--- src/rtl/assert_macros.svh ---
// Assertion macros shared by the controller RTL files.
`ifndef ASSERT_MACROS_SVH
`define ASSERT_MACROS_SVH

// Plain property checked on every rising edge of clk outside reset.
`define PPSY_ASSERT(lbl, prop, msg) \
  lbl: assert property (@(posedge clk) disable iff (!rst_n) (prop)) else $error(msg);

// Antecedent in one cycle implies consequent in the next.
`define PPSY_ASSERT_NEXT(lbl, ante, cons, msg) \
  lbl: assert property (@(posedge clk) disable iff (!rst_n) (ante) |=> (cons)) else $error(msg);

`endif

--- src/rtl/ppsy_pkg.sv ---
// Shared types and constants for the pure pursuit speed and yaw controller.
`default_nettype none
package ppsy_pkg;

  // CORDIC internals, Q30 with two guard bits
  localparam int CORDIC_STEPS = 30;
  localparam int XW           = 34;
  localparam logic signed [XW-1:0] CORDIC_GAIN_Q30 = 34'sd652032874;
  localparam logic signed [XW-1:0] PI_Q30          = 34'sd3373259426;
  localparam logic signed [XW-1:0] HALF_PI_Q30     = 34'sd1686629713;

  // restoring divider: one overflow bit plus 17 quotient bits
  localparam int DQW = 18;
  // product register width (31 x 11 bit for the yaw numerator)
  localparam int PAW = 42;
  localparam logic [10:0] YAW_GAIN = 11'd2000;

  // register map indexes
  localparam logic [2:0] REG_SPEED_MAX    = 3'd0;
  localparam logic [2:0] REG_SPEED_MIN    = 3'd1;
  localparam logic [2:0] REG_CURV_GAIN    = 3'd2;
  localparam logic [2:0] REG_YAW_MAX      = 3'd3;
  localparam logic [2:0] REG_LOOK_MIN     = 3'd4;
  localparam logic [2:0] REG_TIMEOUT      = 3'd5;

  // register reset values
  localparam logic [14:0] RST_SPEED_MAX = 15'd2048;
  localparam logic [14:0] RST_SPEED_MIN = 15'd410;
  localparam logic [15:0] RST_CURV_GAIN = 16'd500;
  localparam logic [14:0] RST_YAW_MAX   = 15'd8192;
  localparam logic [15:0] RST_LOOK_MIN  = 16'd50;
  localparam logic [7:0]  RST_TIMEOUT   = 8'd5;

  // datapath operations issued by the controller
  typedef enum logic [3:0] {
    OP_NONE,
    OP_TICK,
    OP_SAMPLE,
    OP_CORDIC,
    OP_COSFIN,
    OP_SMUL,
    OP_SDIV_LOAD,
    OP_DIV_STEP,
    OP_SFIN,
    OP_YMUL1,
    OP_YMUL2,
    OP_YDIV_LOAD,
    OP_YFIN
  } dp_op_t;

  typedef struct packed {
    dp_op_t op;
    logic   out_load;
  } dp_cmd_t;

  typedef struct packed {
    logic cordic_last;
    logic div_last;
    logic stale_hit;
  } dp_stat_t;

  // arctangent table, Q30
  function automatic logic signed [XW-1:0] atan_q30(input logic [4:0] idx);
    logic signed [XW-1:0] v;
    unique case (idx)
      5'd0:    v = 34'sd843314857;
      5'd1:    v = 34'sd497837829;
      5'd2:    v = 34'sd263043837;
      5'd3:    v = 34'sd133525159;
      5'd4:    v = 34'sd67021687;
      5'd5:    v = 34'sd33543516;
      5'd6:    v = 34'sd16775851;
      5'd7:    v = 34'sd8388437;
      5'd8:    v = 34'sd4194283;
      5'd9:    v = 34'sd2097149;
      5'd10:   v = 34'sd1048576;
      5'd11:   v = 34'sd524288;
      5'd12:   v = 34'sd262144;
      5'd13:   v = 34'sd131072;
      5'd14:   v = 34'sd65536;
      5'd15:   v = 34'sd32768;
      5'd16:   v = 34'sd16384;
      5'd17:   v = 34'sd8192;
      5'd18:   v = 34'sd4096;
      5'd19:   v = 34'sd2048;
      5'd20:   v = 34'sd1024;
      5'd21:   v = 34'sd512;
      5'd22:   v = 34'sd256;
      5'd23:   v = 34'sd128;
      5'd24:   v = 34'sd64;
      5'd25:   v = 34'sd32;
      5'd26:   v = 34'sd16;
      5'd27:   v = 34'sd8;
      5'd28:   v = 34'sd4;
      5'd29:   v = 34'sd2;
      default: v = '0;
    endcase
    return v;
  endfunction

endpackage
`default_nettype wire

--- src/rtl/ppsy_in_if.sv ---
// Input channel: error samples and watchdog ticks.
`default_nettype none
interface ppsy_in_if;
  logic               valid;
  logic               ready;
  logic               kind;
  logic signed [15:0] lateral_error_mm;
  logic        [15:0] lookahead_mm;
  logic signed [14:0] heading_error;
  logic signed [15:0] curvature;

  modport source (output valid, kind, lateral_error_mm, lookahead_mm, heading_error,
                  curvature, input ready);
  modport sink   (input valid, kind, lateral_error_mm, lookahead_mm, heading_error,
                  curvature, output ready);
endinterface
`default_nettype wire

--- src/rtl/ppsy_out_if.sv ---
// Result channel: drive commands.
`default_nettype none
interface ppsy_out_if;
  logic               valid;
  logic               ready;
  logic        [14:0] speed;
  logic signed [15:0] yaw_rate;
  logic               stale;

  modport source (output valid, speed, yaw_rate, stale, input ready);
  modport sink   (input valid, speed, yaw_rate, stale, output ready);
endinterface
`default_nettype wire

--- src/rtl/pure_pursuit_speed_yaw_controller_core.sv ---
// Pure pursuit speed and yaw controller: top level with register file.
//
// Each error sample yields one drive command: 30 CORDIC iterations for the
// cosine, two 18-step restoring divisions (speed quotient and yaw quotient)
// on one shared divider, and the multiply, load and finish steps between
// them. The next item is taken in the cycle after the command is loaded. A
// watchdog tick is handled in S_IDLE alone, or passes through S_DONE as well
// when it emits a stale command. Items are handled one
// at a time; a finished word waits in the output register while the next item
// is worked on, and the block stalls if that word is still not taken when the
// next one is done. Registers are written through the APB port at byte address
// 4*index and read back the same way.
`default_nettype none
module pure_pursuit_speed_yaw_controller_core #(
  parameter int COS_FRACTION_BITS = 12,
  parameter int AGE_BITS          = 8
) (
  input  logic        clk,
  input  logic        rst_n,
  ppsy_in_if.sink     in_ch,
  ppsy_out_if.source  out_ch,
  input  logic        psel,
  input  logic        penable,
  input  logic        pwrite,
  input  logic [4:0]  paddr,
  input  logic [31:0] pwdata,
  output logic [31:0] prdata,
  output logic        pready
);
  logic [14:0] speed_max_r, speed_max_nxt;
  logic [14:0] speed_min_r, speed_min_nxt;
  logic [15:0] gain_r, gain_nxt;
  logic [14:0] yaw_max_r, yaw_max_nxt;
  logic [15:0] look_min_r, look_min_nxt;
  logic [7:0]  timeout_r, timeout_nxt;
  logic        wr_en;
  logic [2:0]  reg_idx;

  ppsy_pkg::dp_cmd_t  cmd;
  ppsy_pkg::dp_stat_t stat;

  assign pready  = 1'b1;
  assign wr_en   = psel && penable && pwrite;
  assign reg_idx = paddr[4:2];

  // register writes
  always_comb begin
    speed_max_nxt = speed_max_r;
    speed_min_nxt = speed_min_r;
    gain_nxt      = gain_r;
    yaw_max_nxt   = yaw_max_r;
    look_min_nxt  = look_min_r;
    timeout_nxt   = timeout_r;
    if (wr_en) begin
      unique case (reg_idx)
        ppsy_pkg::REG_SPEED_MAX: speed_max_nxt = pwdata[14:0];
        ppsy_pkg::REG_SPEED_MIN: speed_min_nxt = pwdata[14:0];
        ppsy_pkg::REG_CURV_GAIN: gain_nxt      = pwdata[15:0];
        ppsy_pkg::REG_YAW_MAX:   yaw_max_nxt   = pwdata[14:0];
        ppsy_pkg::REG_LOOK_MIN:  look_min_nxt  = pwdata[15:0];
        ppsy_pkg::REG_TIMEOUT:   timeout_nxt   = pwdata[7:0];
        default: begin
        end
      endcase
    end
  end

  // register readback
  always_comb begin
    unique case (reg_idx)
      ppsy_pkg::REG_SPEED_MAX: prdata = 32'(speed_max_r);
      ppsy_pkg::REG_SPEED_MIN: prdata = 32'(speed_min_r);
      ppsy_pkg::REG_CURV_GAIN: prdata = 32'(gain_r);
      ppsy_pkg::REG_YAW_MAX:   prdata = 32'(yaw_max_r);
      ppsy_pkg::REG_LOOK_MIN:  prdata = 32'(look_min_r);
      ppsy_pkg::REG_TIMEOUT:   prdata = 32'(timeout_r);
      default:                 prdata = '0;
    endcase
  end

  always_ff @(posedge clk) begin
    if (!rst_n) begin
      speed_max_r <= ppsy_pkg::RST_SPEED_MAX;
      speed_min_r <= ppsy_pkg::RST_SPEED_MIN;
      gain_r      <= ppsy_pkg::RST_CURV_GAIN;
      yaw_max_r   <= ppsy_pkg::RST_YAW_MAX;
      look_min_r  <= ppsy_pkg::RST_LOOK_MIN;
      timeout_r   <= ppsy_pkg::RST_TIMEOUT;
    end else begin
      speed_max_r <= speed_max_nxt;
      speed_min_r <= speed_min_nxt;
      gain_r      <= gain_nxt;
      yaw_max_r   <= yaw_max_nxt;
      look_min_r  <= look_min_nxt;
      timeout_r   <= timeout_nxt;
    end
  end

  ppsy_ctrl u_ctrl (
    .clk       (clk),
    .rst_n     (rst_n),
    .in_valid  (in_ch.valid),
    .in_kind   (in_ch.kind),
    .in_ready  (in_ch.ready),
    .out_valid (out_ch.valid),
    .out_ready (out_ch.ready),
    .cmd       (cmd),
    .stat      (stat)
  );

  ppsy_datapath #(
    .COS_FRACTION_BITS (COS_FRACTION_BITS),
    .AGE_BITS          (AGE_BITS)
  ) u_dp (
    .clk                 (clk),
    .rst_n               (rst_n),
    .cmd                 (cmd),
    .stat                (stat),
    .in_lateral_error_mm (in_ch.lateral_error_mm),
    .in_lookahead_mm     (in_ch.lookahead_mm),
    .in_heading_error    (in_ch.heading_error),
    .in_curvature        (in_ch.curvature),
    .speed_max           (speed_max_r),
    .speed_min           (speed_min_r),
    .curvature_gain      (gain_r),
    .yaw_rate_max        (yaw_max_r),
    .lookahead_min_mm    (look_min_r),
    .timeout_ticks       (timeout_r),
    .out_speed           (out_ch.speed),
    .out_yaw_rate        (out_ch.yaw_rate),
    .out_stale           (out_ch.stale)
  );
endmodule
`default_nettype wire

--- src/rtl/ppsy_datapath.sv ---
// Datapath: watchdog age, CORDIC cosine, multipliers, shared divider, output word.
`default_nettype none
`include "assert_macros.svh"
module ppsy_datapath #(
  parameter int COS_FRACTION_BITS = 12,
  parameter int AGE_BITS          = 8
) (
  input  logic                clk,
  input  logic                rst_n,
  input  ppsy_pkg::dp_cmd_t   cmd,
  output ppsy_pkg::dp_stat_t  stat,
  input  logic signed [15:0]  in_lateral_error_mm,
  input  logic        [15:0]  in_lookahead_mm,
  input  logic signed [14:0]  in_heading_error,
  input  logic signed [15:0]  in_curvature,
  input  logic        [14:0]  speed_max,
  input  logic        [14:0]  speed_min,
  input  logic        [15:0]  curvature_gain,
  input  logic        [14:0]  yaw_rate_max,
  input  logic        [15:0]  lookahead_min_mm,
  input  logic        [7:0]   timeout_ticks,
  output logic        [14:0]  out_speed,
  output logic signed [15:0]  out_yaw_rate,
  output logic                out_stale
);
  localparam int F    = COS_FRACTION_BITS;
  localparam int CW   = F + 2;
  localparam int DIVW = 52 + F;
  localparam int CMPW = (AGE_BITS > 8) ? AGE_BITS : 8;
  localparam int XW   = ppsy_pkg::XW;
  localparam int DQW  = ppsy_pkg::DQW;
  localparam int PAW  = ppsy_pkg::PAW;

  logic                 seen_r, seen_nxt;
  logic [AGE_BITS-1:0]  age_r, age_nxt, age_inc;
  logic                 stale_hit;
  logic signed [15:0]   lat_r, lat_nxt;
  logic        [15:0]   look_r, look_nxt;
  logic signed [15:0]   curv_r, curv_nxt;
  logic                 neg_r, neg_nxt;
  logic signed [XW-1:0] x_r, x_nxt, y_r, y_nxt, z_r, z_nxt;
  logic        [4:0]    cnt_r, cnt_nxt;
  logic signed [CW-1:0] cos_r, cos_nxt;
  logic [PAW-1:0]       pa_r, pa_nxt;
  logic [31:0]          pb_r, pb_nxt;
  logic [DIVW-1:0]      rem_r, rem_nxt, dsh_r, dsh_nxt;
  logic [DQW-1:0]       q_r, q_nxt;
  logic [14:0]          speed_r, speed_nxt;
  logic signed [15:0]   yaw_r, yaw_nxt;
  logic                 stale_r, stale_nxt;
  logic [14:0]          ospeed_r, ospeed_nxt;
  logic signed [15:0]   oyaw_r, oyaw_nxt;
  logic                 ostale_r, ostale_nxt;

  // combinational helpers
  logic signed [15:0]   h_ext, h_abs;
  logic signed [XW-1:0] z0, dx, dy, rsh, rcl, lim;
  logic [15:0]          kabs, latabs;
  logic signed [16:0]   k_ext, l_ext;
  logic [DIVW-1:0]      den;
  logic                 ge;
  logic [DQW-1:0]       vraw;
  logic [14:0]          qsat;

  // watchdog age
  always_comb begin
    age_inc   = (age_r == {AGE_BITS{1'b1}}) ? age_r : age_r + 1'b1;
    stale_hit = seen_r && (CMPW'(age_inc) > CMPW'(timeout_ticks));
  end

  assign stat.cordic_last = (cnt_r == 5'(ppsy_pkg::CORDIC_STEPS - 1));
  assign stat.div_last    = (cnt_r == 5'(DQW - 1));
  assign stat.stale_hit   = stale_hit;

  // operand preparation
  always_comb begin
    h_ext  = 16'(in_heading_error);
    h_abs  = h_ext[15] ? -h_ext : h_ext;
    z0     = XW'(h_abs) <<< 18;
    dx     = y_r >>> cnt_r;
    dy     = x_r >>> cnt_r;
    rsh    = (x_r + (XW'(1) <<< (29 - F))) >>> (30 - F);
    lim    = XW'(1) <<< F;
    if (rsh > lim) begin
      rcl = lim;
    end else if (rsh < -lim) begin
      rcl = -lim;
    end else begin
      rcl = rsh;
    end
    k_ext  = 17'(curv_r);
    kabs   = k_ext[16] ? 16'(-k_ext) : 16'(k_ext);
    l_ext  = 17'(lat_r);
    latabs = l_ext[16] ? 16'(-l_ext) : 16'(l_ext);
    den    = (DIVW'(pb_r) + DIVW'(256)) << F;
    ge     = (rem_r >= dsh_r);
    vraw   = (cos_r <= 0) ? '0 : q_r;
    qsat   = (q_r > DQW'(yaw_rate_max)) ? yaw_rate_max : q_r[14:0];
  end

  // next state per operation
  always_comb begin
    seen_nxt  = seen_r;   age_nxt  = age_r;
    lat_nxt   = lat_r;    look_nxt = look_r;  curv_nxt = curv_r;
    neg_nxt   = neg_r;    x_nxt    = x_r;     y_nxt    = y_r;   z_nxt = z_r;
    cnt_nxt   = cnt_r;    cos_nxt  = cos_r;
    pa_nxt    = pa_r;     pb_nxt   = pb_r;
    rem_nxt   = rem_r;    dsh_nxt  = dsh_r;   q_nxt    = q_r;
    speed_nxt = speed_r;  yaw_nxt  = yaw_r;   stale_nxt = stale_r;
    ospeed_nxt = ospeed_r; oyaw_nxt = oyaw_r; ostale_nxt = ostale_r;

    unique case (cmd.op)
      ppsy_pkg::OP_TICK: begin
        age_nxt   = age_inc;
        speed_nxt = '0;
        yaw_nxt   = '0;
        stale_nxt = 1'b1;
      end
      ppsy_pkg::OP_SAMPLE: begin
        seen_nxt  = 1'b1;
        age_nxt   = '0;
        lat_nxt   = in_lateral_error_mm;
        look_nxt  = in_lookahead_mm;
        curv_nxt  = in_curvature;
        stale_nxt = 1'b0;
        x_nxt     = ppsy_pkg::CORDIC_GAIN_Q30;
        y_nxt     = '0;
        cnt_nxt   = '0;
        // reflect angles past a right angle
        if (z0 > ppsy_pkg::HALF_PI_Q30) begin
          z_nxt   = ppsy_pkg::PI_Q30 - z0;
          neg_nxt = 1'b1;
        end else begin
          z_nxt   = z0;
          neg_nxt = 1'b0;
        end
      end
      ppsy_pkg::OP_CORDIC: begin
        if (z_r >= 0) begin
          x_nxt = x_r - dx;
          y_nxt = y_r + dy;
          z_nxt = z_r - ppsy_pkg::atan_q30(cnt_r);
        end else begin
          x_nxt = x_r + dx;
          y_nxt = y_r - dy;
          z_nxt = z_r + ppsy_pkg::atan_q30(cnt_r);
        end
        cnt_nxt = cnt_r + 1'b1;
      end
      ppsy_pkg::OP_COSFIN: begin
        cos_nxt = neg_r ? CW'(-rcl) : CW'(rcl);
      end
      ppsy_pkg::OP_SMUL: begin
        pa_nxt = PAW'(speed_max * cos_r[F:0]);
        pb_nxt = 32'(curvature_gain * kabs);
      end
      ppsy_pkg::OP_SDIV_LOAD: begin
        rem_nxt = (DIVW'(pa_r) << 9) + den;
        dsh_nxt = den << DQW;
        q_nxt   = '0;
        cnt_nxt = '0;
      end
      ppsy_pkg::OP_DIV_STEP: begin
        rem_nxt = ge ? rem_r - dsh_r : rem_r;
        dsh_nxt = dsh_r >> 1;
        q_nxt   = {q_r[DQW-2:0], ge};
        cnt_nxt = cnt_r + 1'b1;
      end
      ppsy_pkg::OP_SFIN: begin
        // lower bound wins over upper bound
        if (vraw < DQW'(speed_min)) begin
          speed_nxt = speed_min;
        end else if (vraw > DQW'(speed_max)) begin
          speed_nxt = speed_max;
        end else begin
          speed_nxt = vraw[14:0];
        end
      end
      ppsy_pkg::OP_YMUL1: begin
        pa_nxt = PAW'(speed_r * latabs);
        pb_nxt = look_r * look_r;
      end
      ppsy_pkg::OP_YMUL2: begin
        pa_nxt = PAW'(pa_r[30:0] * ppsy_pkg::YAW_GAIN);
      end
      ppsy_pkg::OP_YDIV_LOAD: begin
        rem_nxt = (DIVW'(pa_r) << 1) + DIVW'(pb_r);
        dsh_nxt = DIVW'(pb_r) << DQW;
        q_nxt   = '0;
        cnt_nxt = '0;
      end
      ppsy_pkg::OP_YFIN: begin
        if (look_r > lookahead_min_mm) begin
          yaw_nxt = lat_r[15] ? -16'(qsat) : 16'(qsat);
        end else begin
          yaw_nxt = '0;
        end
      end
      default: begin
      end
    endcase

    // output word register
    if (cmd.out_load) begin
      ospeed_nxt = speed_r;
      oyaw_nxt   = yaw_r;
      ostale_nxt = stale_r;
    end
  end

  always_ff @(posedge clk) begin
    if (!rst_n) begin
      seen_r <= 1'b0;
      age_r  <= '0;
      cnt_r  <= '0;
    end else begin
      seen_r <= seen_nxt;
      age_r  <= age_nxt;
      cnt_r  <= cnt_nxt;
    end
    lat_r    <= lat_nxt;   look_r  <= look_nxt;  curv_r <= curv_nxt;
    neg_r    <= neg_nxt;   x_r     <= x_nxt;     y_r    <= y_nxt;   z_r <= z_nxt;
    cos_r    <= cos_nxt;   pa_r    <= pa_nxt;    pb_r   <= pb_nxt;
    rem_r    <= rem_nxt;   dsh_r   <= dsh_nxt;   q_r    <= q_nxt;
    speed_r  <= speed_nxt; yaw_r   <= yaw_nxt;   stale_r <= stale_nxt;
    ospeed_r <= ospeed_nxt; oyaw_r <= oyaw_nxt;  ostale_r <= ostale_nxt;
  end

  assign out_speed    = ospeed_r;
  assign out_yaw_rate = oyaw_r;
  assign out_stale    = ostale_r;

  // speed lands inside the window when the window is well formed
  `PPSY_ASSERT_NEXT(a_speed_window,
    cmd.op == ppsy_pkg::OP_SFIN && speed_min <= speed_max,
    speed_r >= speed_min && speed_r <= speed_max,
    "speed outside min/max window")
endmodule
`default_nettype wire

--- src/rtl/ppsy_ctrl.sv ---
// Controller: sequences one item at a time through the datapath.
`default_nettype none
`include "assert_macros.svh"
module ppsy_ctrl (
  input  logic               clk,
  input  logic               rst_n,
  input  logic               in_valid,
  input  logic               in_kind,
  output logic               in_ready,
  output logic               out_valid,
  input  logic               out_ready,
  output ppsy_pkg::dp_cmd_t  cmd,
  input  ppsy_pkg::dp_stat_t stat
);
  typedef enum logic [12:0] {
    S_IDLE    = 13'b0000000000001,
    S_CORDIC  = 13'b0000000000010,
    S_COSFIN  = 13'b0000000000100,
    S_SMUL    = 13'b0000000001000,
    S_SDLOAD  = 13'b0000000010000,
    S_SDIV    = 13'b0000000100000,
    S_SFIN    = 13'b0000001000000,
    S_YMUL1   = 13'b0000010000000,
    S_YMUL2   = 13'b0000100000000,
    S_YDLOAD  = 13'b0001000000000,
    S_YDIV    = 13'b0010000000000,
    S_YFIN    = 13'b0100000000000,
    S_DONE    = 13'b1000000000000
  } state_t;

  state_t state_r, state_nxt;
  logic   out_valid_r, out_valid_nxt;
  logic   in_acc;

  assign in_ready = (state_r == S_IDLE);
  assign in_acc   = in_valid && in_ready;

  // sequencer
  always_comb begin
    state_nxt    = state_r;
    cmd.op       = ppsy_pkg::OP_NONE;
    cmd.out_load = 1'b0;
    unique case (state_r)
      S_IDLE: begin
        if (in_acc) begin
          if (in_kind) begin
            cmd.op    = ppsy_pkg::OP_TICK;
            state_nxt = stat.stale_hit ? S_DONE : S_IDLE;
          end else begin
            cmd.op    = ppsy_pkg::OP_SAMPLE;
            state_nxt = S_CORDIC;
          end
        end
      end
      S_CORDIC: begin
        cmd.op = ppsy_pkg::OP_CORDIC;
        if (stat.cordic_last) begin
          state_nxt = S_COSFIN;
        end
      end
      S_COSFIN: begin
        cmd.op = ppsy_pkg::OP_COSFIN;  state_nxt = S_SMUL;
      end
      S_SMUL: begin
        cmd.op = ppsy_pkg::OP_SMUL;    state_nxt = S_SDLOAD;
      end
      S_SDLOAD: begin
        cmd.op = ppsy_pkg::OP_SDIV_LOAD; state_nxt = S_SDIV;
      end
      S_SDIV: begin
        cmd.op = ppsy_pkg::OP_DIV_STEP;
        if (stat.div_last) begin
          state_nxt = S_SFIN;
        end
      end
      S_SFIN: begin
        cmd.op = ppsy_pkg::OP_SFIN;    state_nxt = S_YMUL1;
      end
      S_YMUL1: begin
        cmd.op = ppsy_pkg::OP_YMUL1;   state_nxt = S_YMUL2;
      end
      S_YMUL2: begin
        cmd.op = ppsy_pkg::OP_YMUL2;   state_nxt = S_YDLOAD;
      end
      S_YDLOAD: begin
        cmd.op = ppsy_pkg::OP_YDIV_LOAD; state_nxt = S_YDIV;
      end
      S_YDIV: begin
        cmd.op = ppsy_pkg::OP_DIV_STEP;
        if (stat.div_last) begin
          state_nxt = S_YFIN;
        end
      end
      S_YFIN: begin
        cmd.op = ppsy_pkg::OP_YFIN;    state_nxt = S_DONE;
      end
      S_DONE: begin
        // hand the word over once the output register is free
        if (!out_valid_r || out_ready) begin
          cmd.out_load = 1'b1;
          state_nxt    = S_IDLE;
        end
      end
      default: state_nxt = S_IDLE;
    endcase
  end

  // output valid flag
  always_comb begin
    if (cmd.out_load) begin
      out_valid_nxt = 1'b1;
    end else if (out_ready) begin
      out_valid_nxt = 1'b0;
    end else begin
      out_valid_nxt = out_valid_r;
    end
  end

  always_ff @(posedge clk) begin
    if (!rst_n) begin
      state_r     <= S_IDLE;
      out_valid_r <= 1'b0;
    end else begin
      state_r     <= state_nxt;
      out_valid_r <= out_valid_nxt;
    end
  end

  assign out_valid = out_valid_r;

  `PPSY_ASSERT(a_no_overwrite, !(cmd.out_load && out_valid_r && !out_ready),
    "output word overwritten before taken")
  `PPSY_ASSERT_NEXT(a_cordic_runs,
    state_r == S_CORDIC && !stat.cordic_last, state_r == S_CORDIC,
    "CORDIC left early")
  `PPSY_ASSERT_NEXT(a_div_runs,
    state_r == S_SDIV && !stat.div_last, state_r == S_SDIV,
    "speed division left early")
endmodule
`default_nettype wire

--- src/flat_wrapper.sv ---
// flat-port wrapper written by rule: the top's interface ports become plain ports
module pure_pursuit_speed_yaw_controller_core_flat 
#(
  parameter int COS_FRACTION_BITS = 12,
  parameter int AGE_BITS          = 8
)
  (clk, rst_n, psel, penable, pwrite, paddr, pwdata, prdata, pready, in_ch_valid, in_ch_kind, in_ch_lateral_error_mm, in_ch_lookahead_mm, in_ch_heading_error, in_ch_curvature, in_ch_ready, out_ch_valid, out_ch_speed, out_ch_yaw_rate, out_ch_stale, out_ch_ready);
  ppsy_in_if in_ch_i ();
  ppsy_out_if out_ch_i ();
  input  logic clk;
  input  logic rst_n;
  input  logic psel;
  input  logic penable;
  input  logic pwrite;
  input  logic [4:0] paddr;
  input  logic [31:0] pwdata;
  output logic [31:0] prdata;
  output logic pready;
  input wire logic [$bits(in_ch_i.valid)-1:0] in_ch_valid;
  input wire logic [$bits(in_ch_i.kind)-1:0] in_ch_kind;
  input wire logic [$bits(in_ch_i.lateral_error_mm)-1:0] in_ch_lateral_error_mm;
  input wire logic [$bits(in_ch_i.lookahead_mm)-1:0] in_ch_lookahead_mm;
  input wire logic [$bits(in_ch_i.heading_error)-1:0] in_ch_heading_error;
  input wire logic [$bits(in_ch_i.curvature)-1:0] in_ch_curvature;
  output wire logic [$bits(in_ch_i.ready)-1:0] in_ch_ready;
  output wire logic [$bits(out_ch_i.valid)-1:0] out_ch_valid;
  output wire logic [$bits(out_ch_i.speed)-1:0] out_ch_speed;
  output wire logic [$bits(out_ch_i.yaw_rate)-1:0] out_ch_yaw_rate;
  output wire logic [$bits(out_ch_i.stale)-1:0] out_ch_stale;
  input wire logic [$bits(out_ch_i.ready)-1:0] out_ch_ready;
  assign in_ch_i.valid = in_ch_valid;
  assign in_ch_i.kind = in_ch_kind;
  assign in_ch_i.lateral_error_mm = in_ch_lateral_error_mm;
  assign in_ch_i.lookahead_mm = in_ch_lookahead_mm;
  assign in_ch_i.heading_error = in_ch_heading_error;
  assign in_ch_i.curvature = in_ch_curvature;
  assign in_ch_ready = in_ch_i.ready;
  assign out_ch_valid = out_ch_i.valid;
  assign out_ch_speed = out_ch_i.speed;
  assign out_ch_yaw_rate = out_ch_i.yaw_rate;
  assign out_ch_stale = out_ch_i.stale;
  assign out_ch_i.ready = out_ch_ready;
  pure_pursuit_speed_yaw_controller_core #(.COS_FRACTION_BITS(COS_FRACTION_BITS), .AGE_BITS(AGE_BITS)) u_core (.clk(clk), .rst_n(rst_n), .in_ch(in_ch_i), .out_ch(out_ch_i), .psel(psel), .penable(penable), .pwrite(pwrite), .paddr(paddr), .pwdata(pwdata), .prdata(prdata), .pready(pready));
endmodule
--- config.mk ---
export PLATFORM = sky130hd
export DESIGN_NAME = pure_pursuit_speed_yaw_controller_core_flat
export DESIGN_NICKNAME = d
export VERILOG_FILES = /design/src/rtl/ppsy_pkg.sv /design/src/rtl/ppsy_in_if.sv /design/src/rtl/ppsy_out_if.sv /design/src/rtl/pure_pursuit_speed_yaw_controller_core.sv /design/src/rtl/ppsy_datapath.sv /design/src/rtl/ppsy_ctrl.sv /design/src/flat_wrapper.sv
export VERILOG_INCLUDE_DIRS = /design/src /design/src/rtl
export SDC_FILE = /design/constraint.sdc
export NUM_CORES = 2
export LEC_CHECK = 0
export BUFFER_PORTS_ARGS = -buffer_cell sky130_fd_sc_hd__buf_2
export CAP_MARGIN = 25
export CORE_ASPECT_RATIO = 1.75
export CORE_MARGIN = 5
export CORE_UTILIZATION = 60
export CTS_BUF_LIST = sky130_fd_sc_hd__clkbuf_4
export DETAILED_ROUTE_END_ITERATION = 12
export PLACE_DENSITY_LB_ADDON = 0.12
export SLEW_MARGIN = 20
export SYNTH_ARGS = -nofsm -noshare
export SYNTH_HDL_FRONTEND = slang
export SYNTH_SLANG_ARGS = --single-unit
--- constraint.sdc ---
create_clock -name clk -period 10.2 [get_ports clk]
set_clock_uncertainty 0.05 [all_clocks]
set_input_delay 0.51 -clock clk [delete_from_list [all_inputs] [get_ports clk]]
set_output_delay 0.51 -clock clk [all_outputs]
set_load 0.1 [all_outputs]
---- Yosys cells after proc, flatten, opt, wreduce, memory -nomap -nowiden ----
Memory sizes are Yosys's and may differ from the RTL's. A register that Yosys moved wholly into a read port is not among the register bits.
Cells that the tools add are included.
storage, ports and cells
  flip-flop bits (word level) ............. 562
  bits in read-only memories .............. 1,920
  output and inout port bits .............. 67
  word-level logic and storage cells ...... 193
  memories ................................ 2
operators by class
  add/sub/neg operators ................... 19
  multiply operators ...................... 5
  order comparisons ....................... 11
  eq/ne operators ......................... 39
  shift operators ......................... 2
  mux-type cells .......................... 56
  reduce and logical (&&, ||, !) cells .... 29
memories
  name             words  width  rd ports  clocked after memory_dff  write ports  RTL line        text
  (no name shown)  32     30     1         1                         0            ppsy_pkg.sv:65  unique case (idx)
  (no name shown)  32     30     1         1                         0            ppsy_pkg.sv:65
operators with widths
  operator                                             count
  case mux 64 bit (3 select lines)                     2
  2-to-1 mux 34 bit                                    8
  case mux 34 bit (2 select lines)                     3
  case mux 13 bit (13 select lines)                    1
  case mux 42 bit (3 select lines)                     1
  adder 34 bit                                         3
  subtractor 34 bit                                    3
  case mux 16 bit (6 select lines)                     1
  2-to-1 mux 13 bit                                    7
  2-to-1 mux 16 bit                                    5
  >>> shifter 34 x 5 -> 34 bit                         2
  >= comparator 64 bit                                 1
  multiplier 16 x 16 -> 32 bit                         2
  2-to-1 mux 64 bit                                    1
  case mux 32 bit (2 select lines)                     1
  subtractor 64 bit                                    1
  adder 51 x 45 -> 52 bit                              1
  2-to-1 mux 15 bit                                    3
  adder 43 x 32 -> 44 bit                              1
  case mux 4 bit (11 select lines)                     1
  2-to-1 mux 14 bit                                    3
  multiplier 31 x 7 -> 38 bit (second input constant)  1
  > comparator 18 x 15 -> 1 bit                        2
  case mux 18 bit (2 select lines)                     1
  62 further kinds                                     106

---- Depth between registers and ports, before layout ----
  depth in word-level cells ............... 9
  mapped depth ............................ 34
  gate-level depth less buffers ........... 31

---- Modules after synthesis ----
From an unflattened synthesis, not the netlist that was laid out.
unflattened totals
  cells, all modules ...................... 9,024
  area, all modules ....................... 81,573.2 um2
modules (own cells, without submodules)
  module                                  instances  cells an instance  area each (um2)  sequential area each (um2)
  ppsy_datapath                           1          8,481              76,490.9         14,333.7
  pure_pursuit_speed_yaw_controller_core  1          427                4,098.9          1,701.6
  ppsy_ctrl                               1          116                983.4            280.3

---- Least setup slack after synthesis ----
No wires, ideal clock.
  path type ............................... register to register
  from .................................... reg u_core.u_ctrl.state_r[6]
  to ...................................... reg u_core.u_dp.rem_r[0] (enable)
  library setup time ...................... 584 ps
  data arrival time ....................... 9,179 ps
  data required time ...................... 9,566 ps
  path slack .............................. 387 ps
  stages on the path, launching flop included .. 6
  buffers on the path ..................... 1
  cell sequence ........................... dfxtp_1 > clkbuf_1 > nor4_1 > nand2_1 > o22ai_1 > a21boi_0
between the ends
  longest elaborated chain between the ends .. 7
RTL lines
  what                                                                        RTL line                          text
  start: declaration                                                          ppsy_ctrl.sv:31                   state_t state_r, state_nxt;
  start signal: assignment                                                    ppsy_ctrl.sv:124                  state_r <= state_nxt;
  equality test 13 x 1 -> 1 bit                                               ppsy_ctrl.sv:35, ppsy_ctrl.sv:43
  logical AND 1 bit                                                           ppsy_ctrl.sv:36                   assign in_acc = in_valid && in_ready;
  2-to-1 mux 2 bit                                                            ppsy_ctrl.sv:45                   if (in_acc) begin
  case mux 4 bit (11 select lines) (*)                                        ppsy_ctrl.sv:43                   unique case (state_r)
  equality test 4 x 3 -> 1 bit / equality test 4 bit (equally long branches)  ppsy_datapath.sv:112              unique case (cmd.op)
  != test 2 bit (no line) / nonzero test 3 bit (equally long branches)        n/a
  AND reduction 2 bit (no line) (*)                                           n/a
  end signal: assignment                                                      ppsy_datapath.sv:224              rem_r <= rem_nxt; dsh_r <= dsh_nxt; q_r <= q_nxt;
  end: declaration                                                            ppsy_datapath.sv:46               logic [DIVW-1:0] rem_r, rem_nxt, dsh_r, dsh_nxt;
Mark *: on every way between the ends. The rest lies on a longest branch, timed or not.
A chain may end at the register's enable or synchronous reset.

---- Worst setup path after layout ----
  from .................................... reg u_core.u_dp.lat_r[0]
  to ...................................... reg u_core.u_dp.pa_r[30], data pin
between the ends
  longest elaborated chain between the ends .. 4
RTL lines
  what                                  RTL line              text
  start: declaration                    ppsy_datapath.sv:37   logic signed [15:0] lat_r, lat_nxt;
  start signal: assignment              ppsy_datapath.sv:221  lat_r <= lat_nxt; look_r <= look_nxt; curv_r <= curv_nxt;
  negation 16 bit                       ppsy_datapath.sv:94   latabs = l_ext[16] ? 16'(-l_ext) : 16'(l_ext);
  2-to-1 mux 16 bit (*)                 ppsy_datapath.sv:94
  multiplier 15 x 16 -> 31 bit (*)      ppsy_datapath.sv:180  pa_nxt = PAW'(speed_r * latabs);
  case mux 42 bit (3 select lines) (*)  ppsy_datapath.sv:112
  via u_core.u_dp.pa_nxt[30]            ppsy_datapath.sv:44   logic [PAW-1:0] pa_r, pa_nxt;
  end signal: assignment                ppsy_datapath.sv:223  cos_r <= cos_nxt; pa_r <= pa_nxt; pb_r <= pb_nxt;
  end: declaration                      ppsy_datapath.sv:44
Mark *: on every way through the listed nets, which the timed path passes. The rest lies on a longest branch.

==> qor_table.md <==
| Result | Reported | Unit |
|:---|:---|:---|
| Slowest cell delay on critical path | 0.75 | ns |
| Sequential area share after synthesis | 20.2 | % |
| Power density relative to cell area | 198 | mW/mm² |
| Category of the worst setup path launch point | flop | - |
| Clock Sink Count | 591 | - |
| Most common cell after layout, fill and taps aside | inv_1 | - |
| Clock Tree Root | clkbuf_4 | - |
| Slew HR | 23.9 | % |
| First-pass GRT wire length | 412000 | µm |
| Number of ports placed on the die boundary | 175 | - |
| Global-route congestion overflow total | 0 | - |
| Data arrival time at the worst-slack endpoint | 9.71 | ns |
| Element type at the critical path end | flop | - |
| Count of warnings emitted by yosys | 0 | - |
| Proportion of layout cells with a drive suffix above 1 | 7.54 | % |
| Transition time at the pin with the least slew margin | 1.11 | ns |
| Via density | 6.22 | - |
| Height of the die | 495 | µm |
| Deepest clock path buffer count | 3 | - |
| Setup TNS | 0 | ns |
| Area growth, synth to finish | 7.44 | % |
| Site row count | 178 | - |
| Most instantiated flip-flop cell in the synthesis netlist | edfxtp_1 | - |
| CTS buffer count | 154 | - |
| Final standard cell count with taps included and fillers excluded | 11166 | - |
| DR vias | 69411 | - |
| Number of enable-type register cells in the synthesized netlist | 448 | - |
| Antenna Violating Nets Remaining | 0 | - |
| Die ar. | 0.142 | mm² |
| RSZ-0062 raised after global routing | no | - |
| WL final | 271000 | µm |
| Post-route fraction of the period consumed by the critical path | 87.0 | % |
| Synth unique cells | 106 | - |
| Clock tree from TritonCTS | done | - |
| Required time worst endpoint | 11.03 | ns |
| Largest voltage drop on the vdd net | 0.467 | mV |
| Status | finished, final reports clean | - |
| Effective utilization at floorplan | 60.2 | % |
| Final setup violation count | 0 | - |
| Overall die width | 287 | µm |
| Total power | 17.2 | mW |
| Type of the worst setup path | reg2reg | - |
| Initial antenna violation count | 22 | - |
| Synthesized instance count | 9037 | - |
| Critical path's slowest cell | o41ai_1 | - |
| Insertion delay to the later sink of the worst-skew pair | 1.23 | ns |
| Post-CTS Resized | 0 | - |
| Post-DP HPWL | 211000 | µm |
| Post-Syn Area | 0.0808 | mm² |
| Final-report hold violation count | 0 | - |
| Max-cap check violation count | 0 | - |
| Total global-route track usage | 37.9 | % |
| Number of search-and-repair iterations in the first detailed-routing pass | 6 | - |
| Clock transition time at the flip-flop clock pins of the worst setup and hold paths | 0.08 | ns |
| CORE AREA | 0.134 | mm² |
| Setup slack after layout | 1.32 | ns |
| Placed cell count | 10723 | - |
| Post-layout min period | 8.88 | ns |
| Average instance area after synthesis | 8.94 | µm² |
| Number of H-tree levels | 4 | - |
| Maximum clock frequency | 113 | MHz |
| Number of pins exceeding their max-slew limit in the final report | 0 | - |
| Filler cell count in the final layout | 11482 | - |
| Number of design-rule violations left by the first detailed-router iteration | 5705 | - |
| Total of flip-flops plus latches after synthesis | 591 | - |
| Final RePlAce weighted congestion | 1.03 | - |
| Final layout net count | 10910 | - |
| DP Worst Slack | 1.34 | ns |
| Highest fanout seen on the critical path | 18 | - |
| Kind of path behind the tightest hold check | in2reg | - |
| Routed wirelength normalized by instance count | 24.3 | µm |
| Static leakage | 38.9 | nW |
| Vias in the first global route | 71717 | - |
| Residual DRC | 0 | - |
| Leading cell types in the layout, fill and taps excluded | 1179 x inv_1, 1039 x nand2_1, 801 x fa_1 | - |
| Async SR Flop Fraction | 0 | % |
| Maximum number of pins on one net before global-route repair | 88 | - |
| Port bufs | 139 | - |
==> sequential cells by signal, summed over array words and instances (netlist names), 16 cells and up, named ones only <==
signal,count
u_core.look_min_r,16
u_core.u_dp.lat_r,16
u_core.u_dp.pa_r,42
u_core.u_dp.pb_r,32
u_core.u_dp.q_r,18
u_core.u_dp.x_r,34
u_core.u_dp.z_r,34
u_core.u_dp.curv_r,16
u_core.u_dp.rem_r,64
u_core.u_dp.yaw_r,16
u_core.u_dp.look_r,16
u_core.u_dp.out_yaw_rate,16
u_core.u_dp.dsh_r,63
u_core.u_dp.y_r,34
u_core.gain_r,16
==> layout make-up <==
| class | instances | area (µm²) | area share (%) |
|---|---|---|---|
| diodes | 17 | 42.5 | 0.0490 |
| clock buffers | 199 | 1490 | 1.72 |
| clock inverters | 70 | 488 | 0.562 |
| inverters | 1185 | 4450 | 5.13 |
| multi-input cells | 6895 | 58600 | 67.5 |
| flip-flops and latches | 591 | 16300 | 18.8 |
| well taps | 1800 | 2250 | 2.60 |
| repair buffers | 409 | 3120 | 3.60 |
==> power by group <==
part	internal, mW	switching [mW]
combinational	4.67	7.37
clock	1.04	1.19
sequential	2.78	0.125
total	8.49	8.68
==> critical path, delay by kind of cell (launching register included) <==
kind	cells	cell delay [ns]
xor+xnor	2	0.49
simple gates	5	1.15
buf+inv	6	0.59
flops	1	0.74
compound gates	7	2.33
fa+ha+maj	8	3.18
==> metrics by stage <==
step / util (%) / hold WS (ns) / instance area (µm²)
after global routing: 64.7 / 0.0691 / 86700
final: 64.7 / 0.0929 / 86800
after detailed placement: 62.0 / 0.356 / 83100
after global placement: 62.0 / 0.354 / 83100
after floorplan: - / 0.350 / 80800
after CTS: 64.6 / 0.00114 / 86600
==> metal layers <==
| metal | global-route usage, % | vias up | share of wire (%) |
|---|---|---|---|
| met5 | 0 | - | 0.035 |
| met3 | 7.67 | 1229 | 7.0 |
| li1 | - | 31232 | - |
| met1 | 38.9 | 33899 | 33 |
| met4 | 31.8 | 12 | 11 |
| met2 | 65.9 | 3039 | 50 |
==> kinds of logic (layout without fill, tap and decap cells) <==
| family | count (synthesis) | after routing | share of synthesized area, % |
|---|---|---|---|
| buffers and inverters | 1566 | 1863 | 7.51 |
| adder cells (fa/ha/maj) | 1566 | 1566 | 31.7 |
| AND/OR/NAND/NOR | 2717 | 2717 | 16.2 |
| multiplexers | 207 | 207 | 3.83 |
| other | 2 | 34 | 0.00930 |
| XOR/XNOR | 546 | 546 | 5.92 |
| AO/OA/AOI/OAI | 1842 | 1842 | 14.6 |
| flip-flops | 591 | 591 | 20.2 |
==> synthesized netlist by cell type, drive strengths merged (44+ instances only) <==
cell type / n / area share, %
a211oi: 76 / 0.71
a21o: 171 / 1.6
a21oi: 507 / 3.1
a22oi: 70 / 0.65
a31oi: 44 / 0.34
and2: 417 / 3.2
and3: 54 / 0.42
buf: 74 / 0.58
clkbuf: 307 / 1.4
dfxtp: 143 / 3.5
edfxtp: 448 / 17
fa: 801 / 20
ha: 765 / 12
inv: 1182 / 5.5
mux2i: 98 / 1.2
mux4: 78 / 2.2
nand2: 1041 / 4.8
nand2b: 105 / 0.81
nand3: 163 / 1.0
nand4: 56 / 0.43
nor2: 477 / 2.2
nor2b: 100 / 0.77
nor3: 111 / 0.69
o211ai: 46 / 0.43
o21a: 72 / 0.67
o21ai: 422 / 2.6
o21bai: 56 / 0.52
o22ai: 52 / 0.40
o31ai: 45 / 0.42
xnor2: 302 / 3.3
xor2: 244 / 2.6
==> final timing paths <==
check / from / endpoint / slack, ns / cells after the start
max: u_core.u_dp.lat_r[0] / u_core.u_dp.pa_r[30] / 1.32 / 28
min: in_ch_lookahead_mm[12] / u_core.u_dp.look_r[12] / 0.09 / 2
max reg2reg: u_core.u_dp.lat_r[0] / u_core.u_dp.pa_r[30] / 1.32 / 28
min reg2reg: u_core.u_dp.yaw_r[14] / u_core.u_dp.out_yaw_rate[14] / 0.37 / 0
==> repair_timing <==
item / CTS / global route
hold buffers: 150 / 0
buffers inserted: 0 / 0
hold endpoints to repair: 162 / 0
(Power assumes the default switching activity.)
